===== config.mk =====
export PLATFORM = sky130hd
export DESIGN_NAME = keypad_scan_debounce
export DESIGN_NICKNAME = d
export VERILOG_FILES = /design/src/sv/kpd_pkg.sv /design/src/sv/kpd_first_key.sv /design/src/sv/kpd_fsm.sv /design/src/sv/keypad_scan_debounce.sv
export SDC_FILE = /design/constraint.sdc
export NUM_CORES = 1
export LEC_CHECK = 0
export BUFFER_PORTS_ARGS = -buffer_cell sky130_fd_sc_hd__buf_2
export CAP_MARGIN = 20
export CORE_MARGIN = 10
export CORE_UTILIZATION = 38
export DETAILED_ROUTE_END_ITERATION = 10
export GPL_TIMING_DRIVEN = 0
export PLACE_DENSITY = 0.58
export RECOVER_POWER = 50
export SYNTH_ARGS = -nofsm -noshare
export SYNTH_HDL_FRONTEND = slang
export SYNTH_HIERARCHICAL = 1
export SYNTH_SLANG_ARGS = --single-unit
export TNS_END_PERCENT = 5

===== constraint.sdc =====
create_clock -name clk -period 2.3 [get_ports clk]
set_input_delay 0.23 -clock clk [delete_from_list [all_inputs] [get_ports clk]]
set_output_delay 0.23 -clock clk [all_outputs]
set_load 0.01 [all_outputs]

===== src/sv/kpd_pkg.sv =====
// ----------------------------------------------------------------------------
// kpd_pkg: shared types and constants for the keypad scan debounce block
// Key codes, op codes, machine states and the structs passed between modules.
// ----------------------------------------------------------------------------
package kpd_pkg;

  localparam int KEY_COUNT = 12;
  localparam int OP_W      = 2;
  localparam int CODE_W    = 4;
  localparam int TICK_W    = 8;

  localparam logic [TICK_W-1:0] TICK_MAX       = 8'hFF;
  localparam logic [TICK_W-1:0] DEBOUNCE_RESET = 8'd8;
  localparam logic [CODE_W-1:0] KEY_STAR       = 4'd10;
  localparam logic [CODE_W-1:0] KEY_HASH       = 4'd11;

  typedef enum logic [OP_W-1:0] {
    OP_TICK = 2'd0,
    OP_STEP = 2'd1,
    OP_READ = 2'd2
  } op_t;

  typedef enum logic [1:0] {
    ST_IDLE    = 2'd0,
    ST_WAIT    = 2'd1,
    ST_CONFIRM = 2'd2,
    ST_RELEASE = 2'd3
  } scan_state_t;

  typedef struct packed {
    logic              hit;
    logic [CODE_W-1:0] code;
  } first_key_t;

  typedef struct packed {
    logic              flag;
    logic [CODE_W-1:0] key;
  } result_t;

  // Matrix position (row*3+col) to key code: 1 2 3 / 4 5 6 / 7 8 9 / * 0 #
  function automatic logic [CODE_W-1:0] key_of_pos(input logic [3:0] pos);
    logic [CODE_W-1:0] code;
    case (pos)
      4'd9:    code = KEY_STAR;
      4'd10:   code = 4'd0;
      4'd11:   code = KEY_HASH;
      default: code = pos + 4'd1;
    endcase
    return code;
  endfunction

endpackage


===== src/sv/kpd_first_key.sv =====
// ----------------------------------------------------------------------------
// kpd_first_key: row-major priority pick over the key matrix
// Reports whether any key is down and the code of the lowest pressed position.
// ----------------------------------------------------------------------------
module kpd_first_key (
  input  logic [kpd_pkg::KEY_COUNT-1:0] key_matrix,
  output kpd_pkg::first_key_t           first
);

  always_comb begin
    first.hit  = 1'b0;
    first.code = '0;
    // walk down so the lowest set position is the last to write
    for (int i = kpd_pkg::KEY_COUNT - 1; i >= 0; i--) begin
      if (key_matrix[i]) begin
        first.hit  = 1'b1;
        first.code = kpd_pkg::key_of_pos(4'(i));
      end
    end
  end

endmodule


===== src/sv/kpd_fsm.sv =====
// ----------------------------------------------------------------------------
// kpd_fsm: debounce state machine and key store
// Holds scan state, pending/stored key, new-key flag and the tick counter.
// ----------------------------------------------------------------------------
module kpd_fsm (
  input  logic                         clk,
  input  logic                         rst,
  input  logic                         fire,
  input  logic [kpd_pkg::OP_W-1:0]     op,
  input  kpd_pkg::first_key_t          first,
  input  logic [kpd_pkg::TICK_W-1:0]   debounce_ticks,
  output kpd_pkg::result_t             result
);

  kpd_pkg::scan_state_t          scan_state, scan_state_next;
  logic [kpd_pkg::CODE_W-1:0]    pending_key, pending_key_next;
  logic [kpd_pkg::CODE_W-1:0]    stored_key, stored_key_next;
  logic                          fresh_flag, fresh_flag_next;
  logic [kpd_pkg::TICK_W-1:0]    tick_count, tick_count_next;

  logic is_tick, is_step, is_read, confirm_ok;

  always_comb begin
    is_tick = 1'b0;
    is_step = 1'b0;
    is_read = 1'b0;
    unique case (op)
      kpd_pkg::OP_TICK: is_tick = 1'b1;
      kpd_pkg::OP_STEP: is_step = 1'b1;
      kpd_pkg::OP_READ: is_read = 1'b1;
      default: ;
    endcase
  end

  assign confirm_ok = is_step && (scan_state == kpd_pkg::ST_CONFIRM) &&
                      first.hit && (first.code == pending_key);

  // next state
  always_comb begin
    scan_state_next = scan_state;
    if (is_step) begin
      unique case (scan_state)
        kpd_pkg::ST_IDLE: begin
          if (first.hit) scan_state_next = kpd_pkg::ST_WAIT;
        end
        kpd_pkg::ST_WAIT: begin
          if (tick_count >= debounce_ticks) scan_state_next = kpd_pkg::ST_CONFIRM;
        end
        kpd_pkg::ST_CONFIRM: begin
          scan_state_next = confirm_ok ? kpd_pkg::ST_RELEASE : kpd_pkg::ST_IDLE;
        end
        kpd_pkg::ST_RELEASE: begin
          if (!first.hit) scan_state_next = kpd_pkg::ST_IDLE;
        end
        default: scan_state_next = kpd_pkg::ST_IDLE;
      endcase
    end
  end

  // datapath and outputs
  always_comb begin
    pending_key_next = pending_key;
    stored_key_next  = stored_key;
    fresh_flag_next  = fresh_flag;
    tick_count_next  = tick_count;
    if (is_tick && (tick_count < kpd_pkg::TICK_MAX)) begin
      tick_count_next = tick_count + 1'b1;
    end
    if (is_step && (scan_state == kpd_pkg::ST_IDLE) && first.hit) begin
      pending_key_next = first.code;
      tick_count_next  = '0;
    end
    if (confirm_ok) begin
      stored_key_next = pending_key;
      fresh_flag_next = 1'b1;
    end
    // flag reported before the read clears it
    result.flag = fresh_flag_next;
    result.key  = stored_key_next;
    if (is_read) fresh_flag_next = 1'b0;
  end

  always_ff @(posedge clk) begin
    if (rst) begin
      scan_state  <= kpd_pkg::ST_IDLE;
      pending_key <= '0;
      stored_key  <= '0;
      fresh_flag  <= 1'b0;
      tick_count  <= '0;
    end else if (fire) begin
      scan_state  <= scan_state_next;
      pending_key <= pending_key_next;
      stored_key  <= stored_key_next;
      fresh_flag  <= fresh_flag_next;
      tick_count  <= tick_count_next;
    end
  end

endmodule


===== src/sv/keypad_scan_debounce.sv =====
// ----------------------------------------------------------------------------
// keypad_scan_debounce: 4x3 keypad qualifier with debounce
// Ticks, matrix snapshots and key reads in; one flag/key word out per item.
// ----------------------------------------------------------------------------
//   channel  | handshake            | payload
//   ---------+----------------------+-------------------------------------
//   in       | in_valid / in_stall  | op[1:0], key_matrix[11:0]
//   out      | out_valid / out_stall| new_key_flag, key_code[3:0]
//   cfg      | cfg_valid / cfg_ready| debounce_ticks[7:0]
//
// One word per cycle sustained while out_stall is low; the path runs from the input
// register to the result register, with the state machine update between them.
// The input register takes a new word while a result waits on out_stall, if it is empty;
// in_stall rises only when both stages are full and the output is stalled.
// rst is synchronous, active high: state idle, counters and flag cleared,
// debounce_ticks back to 8. cfg_ready is always high.
// ----------------------------------------------------------------------------
module keypad_scan_debounce (
  input  logic                              clk,
  input  logic                              rst,
  input  logic                              in_valid,
  output logic                              in_stall,
  input  logic [kpd_pkg::OP_W-1:0]          op,
  input  logic [kpd_pkg::KEY_COUNT-1:0]     key_matrix,
  output logic                              out_valid,
  input  logic                              out_stall,
  output logic                              new_key_flag,
  output logic [kpd_pkg::CODE_W-1:0]        key_code,
  input  logic                              cfg_valid,
  output logic                              cfg_ready,
  input  logic [kpd_pkg::TICK_W-1:0]        debounce_ticks
);

  // debounce threshold register
  logic [kpd_pkg::TICK_W-1:0] threshold;

  // input register stage
  logic                          a_valid;
  logic [kpd_pkg::OP_W-1:0]      a_op;
  logic [kpd_pkg::KEY_COUNT-1:0] a_matrix;
  logic                          a_fire, in_take;

  kpd_pkg::first_key_t first;
  kpd_pkg::result_t    result;

  assign cfg_ready = 1'b1;
  assign a_fire    = a_valid && (!out_valid || !out_stall);
  assign in_stall  = a_valid && !a_fire;
  assign in_take   = in_valid && !in_stall;

  always_ff @(posedge clk) begin
    if (rst) begin
      threshold <= kpd_pkg::DEBOUNCE_RESET;
    end else if (cfg_valid && cfg_ready) begin
      threshold <= debounce_ticks;
    end
  end

  always_ff @(posedge clk) begin
    if (rst) begin
      a_valid <= 1'b0;
    end else if (in_take) begin
      a_valid <= 1'b1;
    end else if (a_fire) begin
      a_valid <= 1'b0;
    end
  end

  always_ff @(posedge clk) begin
    if (in_take) begin
      a_op     <= op;
      a_matrix <= key_matrix;
    end
  end

  kpd_first_key u_first (
    .key_matrix (a_matrix),
    .first      (first)
  );

  kpd_fsm u_fsm (
    .clk            (clk),
    .rst            (rst),
    .fire           (a_fire),
    .op             (a_op),
    .first          (first),
    .debounce_ticks (threshold),
    .result         (result)
  );

  // result register
  always_ff @(posedge clk) begin
    if (rst) begin
      out_valid <= 1'b0;
    end else begin
      out_valid <= a_fire || (out_valid && out_stall);
    end
  end

  always_ff @(posedge clk) begin
    if (a_fire) begin
      new_key_flag <= result.flag;
      key_code     <= result.key;
    end
  end

  // a word held in the input stage behind a stalled result is kept
  a_hold: assert property (@(posedge clk) disable iff (rst)
    (a_valid && out_valid && out_stall) |=> a_valid)
    else $error("input stage word lost under output stall");

  // every word leaving the input stage shows up as a result
  a_deliver: assert property (@(posedge clk) disable iff (rst)
    a_fire |=> out_valid)
    else $error("processed word did not reach the result register");

  // delivered key codes stay in the keypad range
  a_code: assert property (@(posedge clk) disable iff (rst)
    out_valid |-> (key_code <= kpd_pkg::KEY_HASH))
    else $error("key code out of range");

  // the input side stalls only while both stages are occupied
  a_stall: assert property (@(posedge clk) disable iff (rst)
    in_stall |-> (a_valid && out_valid && out_stall))
    else $error("input stalled without a full pipeline");

endmodule


==> results, run 1 <==
- The CTS tree is yes.
- The internal power of the cells totals 1190 uW.
- The share of the Yosys chip area taken by registers is 0.491.
- VDD sags by at most 0.290 mV.
- Timing analysis after detailed placement gives a worst setup slack of 0.0151 ns.
- The sequential group share of total power is 0.595.
- The boundary pin count is 35.
- Routability-driven placement finished with a final weighted congestion of 0.810.
- The biggest area contributor in the post-synthesis netlist is dfxtp_1.
- After routing the design area is 2730 sq um.
- The average wire per standard cell is 13.2 um.
- The area added between synthesis and finish is 16.5%.
- The post-synthesis sequential element count is 48.
- The initial cell density of the core is 0.393.
- The run finished with clean final reports.
- Setup violations remaining at the end of the flow were counted as 0.
- The endpoint arrival time on the critical path is 2.27 ns.
- In the final timing run, aggregate negative setup slack is 0 ns.
- When the netlist entered floorplanning its net count stood at 263.
- Traced cell by cell, the critical path runs through or3_1 -> o221ai_2 -> xor2_1 -> nor4_2 -> nand2_2 -> mux2_2.
- The count of buffers added on input and output ports is 31.
- The total overflow left after global routing is 0.
- The slew at the pin with the worst max-slew slack is 0.990 ns.
- Of the cells placed in the final design, the portion with a size suffix greater than 1 is 0.212.
- The number of global-route vias before repair came to 1,722.
- The post-detailed-routing wire length is 4530 um.
- After detailed routing, the number of vias per cell comes to 5.04.
- The net load switching power is 388 uW.
- The die width is 98.5 um.
- The total vias in the final route is 1,734.
- The max-slew violation total from the final report was 0.
- The analysis attributes to cell leakage a power of 0.00112 uW.
- The share of the synthesized area in the top cell type is 0.248.
- After detailed placement, the total cell area comes to 2600 sq um.
- In the finished design, the share of the clock period the worst path needs comes to 0.959.
- CTS built an H-tree with a depth of 2.
- The global router's overall resource usage is 0.0951.
- STA classifies the critical path endpoint as a register.
- By area the synthesized netlist is led by dfxtp_1, edfxtp_1, mux2i_1, ha_1, inv_1.
- The critical path class is register to register.
- Summed over all nets, the half-perimeter wirelength after detailed placement is 3440 um.
- The power share of the clock group is 0.316.
- The wire length of the first global-routing pass is 7820 um.
- For this run, the top clock speed supported by timing is 0.453 GHz.
- Among all cell types in the netlist, the one instantiated most often is dfxtp_1.
- Setup slack on the critical path of the routed design comes to 0.0944 ns.
- The distinct cell type count after synthesis is 53.
- The post-detailed-route count of antenna-violating nets is 0.
- The number of hold violations in the final report is 0.
- The Yosys step of the flow raised 6 warnings.
- The number of cells produced by synthesis is 227.
- TritonCTS created 5 clock buffers.
- The path class of the tightest hold or removal check is input pin to register.
- Of all nets on the critical path, the largest fanout is 5.
- The pre-antenna-repair detailed-routing pass consisted of 4 iterations.
- At the end of the flow, the number of nets in the layout was 304.
- The die covers 9700 sq um.
- The source-to-sink clock delay at the later pin of the worst-skew pair is 0.30 ns.
- The maximum number of pins on one net before global-route repair is 16.
- The clock period minus worst slack is 2.21 ns.
- The number of fill cells is 587.
- After synthesis, the share of flip-flops with an asynchronous set or reset is 0.
- Among all stages on the critical path, the largest delay is contributed by edfxtp_1.
- The power share of the combinational group is 0.089.
- The clock arrives with 0.00809 ns of skew.
- The launch point of the worst hold path is op[1].
- In this run the worst setup path begins at a_matrix[3]$_DFFE_PP_.
- Counting every sink on the clock net gives 48.
- The core region is 5960 sq um.
- The most instantiated flip-flop cell in the synthesis netlist is dfxtp_1.
- The average cell area after synthesis is 10.3 sq um.
- Data on the critical path is required at its endpoint by 2.37 ns.
- The net switching share of the total power is 0.246.
- The number of placement rows is 28.
- The delay of the slowest critical-path stage is 0.45 ns.
- The power per unit of standard cell area is 578 nW/um^2.
- The max-capacitance violation count is 0.
- Clock-pin slew was measured on the worst setup and hold paths at 0.09 ns.
- The startpoint identified for the worst register-to-register timing path is a_matrix[3]$_DFFE_PP_.
- No sink is reached through more buffers than the 2 on the longest clock path.
- The relative slew slack is 0.338.
- The violation count after the first detailed-routing iteration is 90.
- Setup repair after global routing could not meet its margin everywhere.
- The synthesized design contains 19 enable-type register cells.
- The number of hold buffers added after CTS was 0.
- The tree is rooted in a clkbuf_8.
- The number of antenna violations at the first check in global routing is 0.
- The critical path launch point type is a register.
- Counting instances in the post-synthesis netlist gives the leading cell types as dfxtp_1, inv_1, nor2_1.
- The y dimension of the die is 98.5 um.
- The number of antenna diodes in the final layout is 0.
- The cell area after synthesis is 2340 sq um.
- In the routed design, unresolved DRC markers number 0.
[final timing paths]
check	to	slack (ns)	cells after the start
setup / recovery	key_code[2]$_DFFE_PP_	0.09	6
hold / removal	a_op[1]$_DFFE_PP_	0.1	1
setup reg to reg	key_code[2]$_DFFE_PP_	0.09	6
hold reg to reg	out_valid$_SDFF_PP0_	0.49	2
[worst max-delay path, delay by kind of cell, from the launching register on]
family          cells  cell delay [ns]
compound gates      1             0.21
mux                 1             0.30
flops               1             0.45
xor+xnor            1             0.11
simple gates        3             0.90
[final cells by class]
| class | instances | area [sq um] | area share |
|---|---|---|---|
| buffer | 7 | 43.8 | 0.0161 |
| clock buffer | 5 | 68.8 | 0.0252 |
| clock inverter | 3 | 18.8 | 0.00688 |
| inverter | 21 | 78.8 | 0.0289 |
| multi-input combinational | 151 | 1100 | 0.404 |
| sequential | 48 | 1150 | 0.422 |
| tap | 75 | 93.8 | 0.0344 |
| timing repair buffer | 34 | 170 | 0.0624 |
[registers in the layout (all words and copies together) (netlist names)]
signal	count
a_matrix	12
threshold	8
u_fsm/tick_count	8
key_code	4
u_fsm/pending_key	4
u_fsm/stored_key	4
a_op	2
u_fsm/scan_state	2
a_valid	1
new_key_flag	1
out_valid	1
u_fsm/fresh_flag	1
[cells by family (layout without fill, tap and decap cells)]
family                     after synthesis  in the layout  share of synthesized area
and+or+nand+nor                         71             71                      0.172
AOI/OAI and AO/OA                       48             48                      0.143
DFF                                     48             48                      0.491
buffers and inverters                   28             70                     0.0508
muxes                                   17             17                     0.0748
adders and majority gates                9              9                     0.0481
xor gates and xnor gates                 5              5                     0.0187
other                                    1              1                    0.00160
[cell usage in the layout, fill, tap and decap left out, drive strengths merged, types with 2 or more instances in the layout]
cell	instances
and4	4
o2111ai	2
or2	3
nand3	10
or3	3
dfxtp	29
clkinvlp	2
xor2	5
edfxtp	19
nand4	2
o211a	2
a21boi	2
nor3	4
mux2i	13
nor4	3
a31oi	8
mux2	4
ha	9
nor2b	3
o211ai	2
o21ai	6
nand2b	7
a21oi	9
o21a	4
nand2	8
clkbuf	13
buf	33
a211oi	3
a211o	2
nor2	20
inv	21
[per-layer routing]
layer,part of all wire,up-vias,global-route usage
met5,0,-,0
met4,0.018,0,0.0441
met3,0.057,6,0.0349
met2,0.43,36,0.137
met1,0.50,786,0.124
li1,-,906,-
[metrics by stage]
stage	utilization	hold slack (ns)	total power (uW)	instances
final	0.458	0.0962	1580	344
after detailed placement	0.436	0.408	1090	334
after floorplan	-	0.329	1040	227
after CTS	0.451	0.0836	1590	342
after global placement	0.435	0.407	1090	333
after global routing	0.458	0.0688	1660	344
[power groups by stage]
stage | Sequential (uW) | Clock [uW] | Combinational (uW)
floorplan | 954 | 0 | 88.1
global placement | 957 | 0 | 132
detailed placement | 957 | 0 | 136
CTS | 937 | 520 | 137
global route | 943 | 558 | 159
finish | 939 | 498 | 140
[what timing repair did]
| action | in CTS | in global routing |
|---|---|---|
| resized for setup | 0 | 11 |
| setup endpoints to repair | 0 | 11 |
| buffers inserted | 0 | 2 |
(Power assumes the default switching activity.)
==> run 2: changes to the inputs <==
- CORE_MARGIN: 10 -> unset
==> run 2 against run 1 <==
Against the previous run:
- cell count up 0.29%
- sequential cell count unchanged
- core utilization is 1.5 points higher
- cell area rose by 2.7%
- first-iteration DRC count shrank 12%
- sequential power barely moved
- combinational power grew 5%
- clock skew is 0.0013 ns lower
- power rose by 6.9%
- worst setup slack got worse by 0.0073 ns
- critical path depth did not move
- highest routed layer unchanged
==> results, run 2 (synthesized netlist as in run 1, its figures left out) <==
- The number of vias per cell after detailed routing is 5.01 (-0.52%).
- The total vias in the final route is 1,730 (-0.23%).
- The total number of clock tree sinks is 48 (unchanged).
- The remaining design rule violation count came to 0 (unchanged).
- The launch instance of the worst register-to-register path is a_matrix[3]$_DFFE_PP_.
- The worst hold path belongs to the class input pin to register.
- The global router's overall resource usage is 0.144 (+0.0493).
- The max-capacitance violation count came to 0 (unchanged).
- The period utilization came to 0.962 (+0.00316).
- The floorplan die area is 6480 sq um (-33%).
- The post-detailed-route count of antenna-violating nets is 0 (unchanged).
- The number of antenna violations at the first check in global routing came to 0 (unchanged).
- The endpoint arrival time on the critical path came to 2.27 ns (about the same).
- The core area came to 5920 sq um (-0.59%).
- The maximum resistive drop on vdd is 0.285 mV (-1.9%).
- The number of levels the H-tree was split into is 2 (unchanged).
- The clock period minus worst slack is 2.21 ns (+0.00726 ns).
- The count of TritonRoute iterations in the first routing pass is 4 (unchanged).
- The clock-pin slew reported for the worst setup and hold paths after clock tree synthesis is 0.09 ns (about the same).
- The worst-case hold slack was 0.104 ns (+0.00814 ns).
- In this run the most critical hold path is launched from key_matrix[7].
- The global placement routability congestion is 0.760 (-6.2%).
- The most frequent standard cell in the layout excluding fill and tap cells is dfxtp_1.
- The initial cell density of the core came to 0.396 (+0.00233).
- The required time of the critical path was 2.36 ns (about the same).
- The count of input and output buffers came to 31 (unchanged).
- The violation count after the first detailed-routing iteration was 79 (-12%).
- The final setup TNS is 0 ns (unchanged).
- The number of placement rows came to 28 (unchanged).
- The maximum number of pins on one net before global-route repair is 16 (unchanged).
- The final core utilization is 0.473 (+0.0152).
- The boundary pin count is 35 (unchanged).
- The cell with the largest stage delay on the worst path is edfxtp_1.
- The clock skew after layout is 0.00682 ns (-0.00127 ns).
- The post-detailed-routing wire length came to 4160 um (-8.2%).
- The largest fanout of any net on the critical path is 5 (unchanged).
- The area added between synthesis and finish is 19.6%.
- The endpoint type of the worst setup path is a register.
- The delay of the slowest critical-path stage was 0.47 ns (+0.02 ns).
- The critical path class is register to register.
- The number of hold violations in the final report came to 0 (unchanged).
- The critical path launch point type is a register.
- The y dimension of the die is 80.5 um (-18%).
- The number of buffers on the longest clock path is 2 (unchanged).
- The leakage power figure is 0.00115 uW (+2.7%).
- In the final layout, the registers with the most flip-flops are a_matrix (12), threshold (8), u_fsm/tick_count (8).
- In the layout the commonest cells are dfxtp_1, buf_2, inv_1, nor2_1, edfxtp_1.
- The average wire per standard cell is 12.1 um (-8.5%).
- The leftover overflow at the end of global routing came to 0 (unchanged).
- TritonCTS built the clock tree.
- The achievable frequency is 0.452 GHz (-0.33%).
- The wire length of the first global-routing pass came to 7050 um (-9.9%).
- The cell count of the worst hold path is 1 (unchanged).
- The number of global-route vias before repair is 1,547 (-10%).
- The worst setup slack for register-to-register paths is 0.09 ns (about the same).
- The reg-to-reg endpoint is key_code[2]$_DFFE_PP_.
- Setup repair after global routing could not meet its margin everywhere.
- The number of nets in the layout came to 305 (+0.33%).
- The flip-flop count of the largest register, all copies and words added came to 12 (unchanged).
- The root buffer cell chosen for the clock tree is clkbuf_8.
- Traced cell by cell, the critical path runs through or3_4 -> o221ai_4 -> xor2_1 -> nor4_2 -> nand2_2 -> mux2_4.
- The die width is 80.5 um (-18%).
- The proportion of layout cells with a drive suffix above 1 was 0.222 (+0.0103).
- The worst min-delay path endpoint is a_matrix[7]$_DFFE_PP_.
- a_matrix holds more flip-flops than any other register.
- The max-slew violation total from the final report is 0 (unchanged).
- The number of buffers inserted during clock tree synthesis was 5 (unchanged).
- The run finished with clean final reports.
- The power per unit of standard cell area came to 602 nW/um^2 (+4.1%).
- The source-to-sink clock delay at the later pin of the worst-skew pair is 0.30 ns (about the same).
- The total setup violations reported at the end of the flow is 0 (unchanged).
- The estimated wirelength of the detail-placed design is 3070 um (-11%).
- The worst-case reg-to-reg path depth is 6 (unchanged).
- The antenna diode instance count is 0 (unchanged).
## run 2: layout make-up
type                            instances  area [sq um]
Clock buffer                            5          68.8
Tap cell                               75          93.8
Multi-Input combinational cell        151          1140
Buffer                                  7          46.3
Sequential cell                        48          1150
Inverter                               21          78.8
Fill cell                             578          3120
Timing Repair Buffer                   35           178
Clock inverter                          3          42.5
## run 2: critical path, delay by kind of cell (launching register included)
| family | cells | cell delay (ns) |
|---|---|---|
| AND/OR/NAND/NOR | 3 | 0.90 |
| flip-flops | 1 | 0.47 |
| multiplexers | 1 | 0.32 |
| AO/OA/AOI/OAI | 1 | 0.18 |
| XOR/XNOR | 1 | 0.10 |
## run 2: where the power goes
| part | internal, uW | switching (uW) |
|---|---|---|
| registers | 915 | 24.5 |
| logic | 67.3 | 79.4 |
| clock network | 322 | 277 |
| total | 1300 | 381 |
## run 2: per-layer routing
layer | wire length, um | share of wire | global-route usage | vias to the layer above
met5 | 0 | 0 | 0 | -
met4 | 65 | 0.016 | 0.0589 | 0
met3 | 172 | 0.041 | 0.0409 | 5
met2 | 1810 | 0.43 | 0.218 | 31
met1 | 2120 | 0.51 | 0.193 | 779
li1 | - | - | - | 915
## run 2: timing repair
item / in CTS / in global routing
resized for setup: 0 / 18
endpoints found under the setup margin: 0 / 11
buffers inserted: 0 / 2
hold buffers: 0 / 0
## run 2: worst max-delay path by stage
stage,start,endpoint,slack (ns),depth (start not counted)
2_1_floorplan,out_valid$_SDFF_PP0_,u_fsm/tick_count[7]$_SDFFE_PP0P_,0.11,5
3_3_place_gp,a_valid$_SDFFE_PP0P_,u_fsm/tick_count[2]$_SDFFE_PP0P_,-0.51,5
3_5_place_dp,a_matrix[10]$_DFFE_PP_,key_code[1]$_DFFE_PP_,0.03,7
4_1_cts,a_matrix[10]$_DFFE_PP_,key_code[1]$_DFFE_PP_,0.02,7
5_1_grt,a_matrix[11]$_DFFE_PP_,key_code[2]$_DFFE_PP_,-0.05,7
6_report,a_matrix[3]$_DFFE_PP_,key_code[2]$_DFFE_PP_,0.09,6
## run 2: metrics by stage
stage / power [uW] / cell area [sq um] / instances / setup WS, ns
after detailed placement: 1090 / 2600 / 334 / 0.0282
final: 1690 / 2800 / 345 / 0.0871
after floorplan: 1040 / 2340 / 227 / 0.112
after CTS: 1700 / 2710 / 342 / 0.0197
after global placement: 1090 / 2590 / 333 / -0.513
after global routing: 1780 / 2800 / 345 / -0.0484
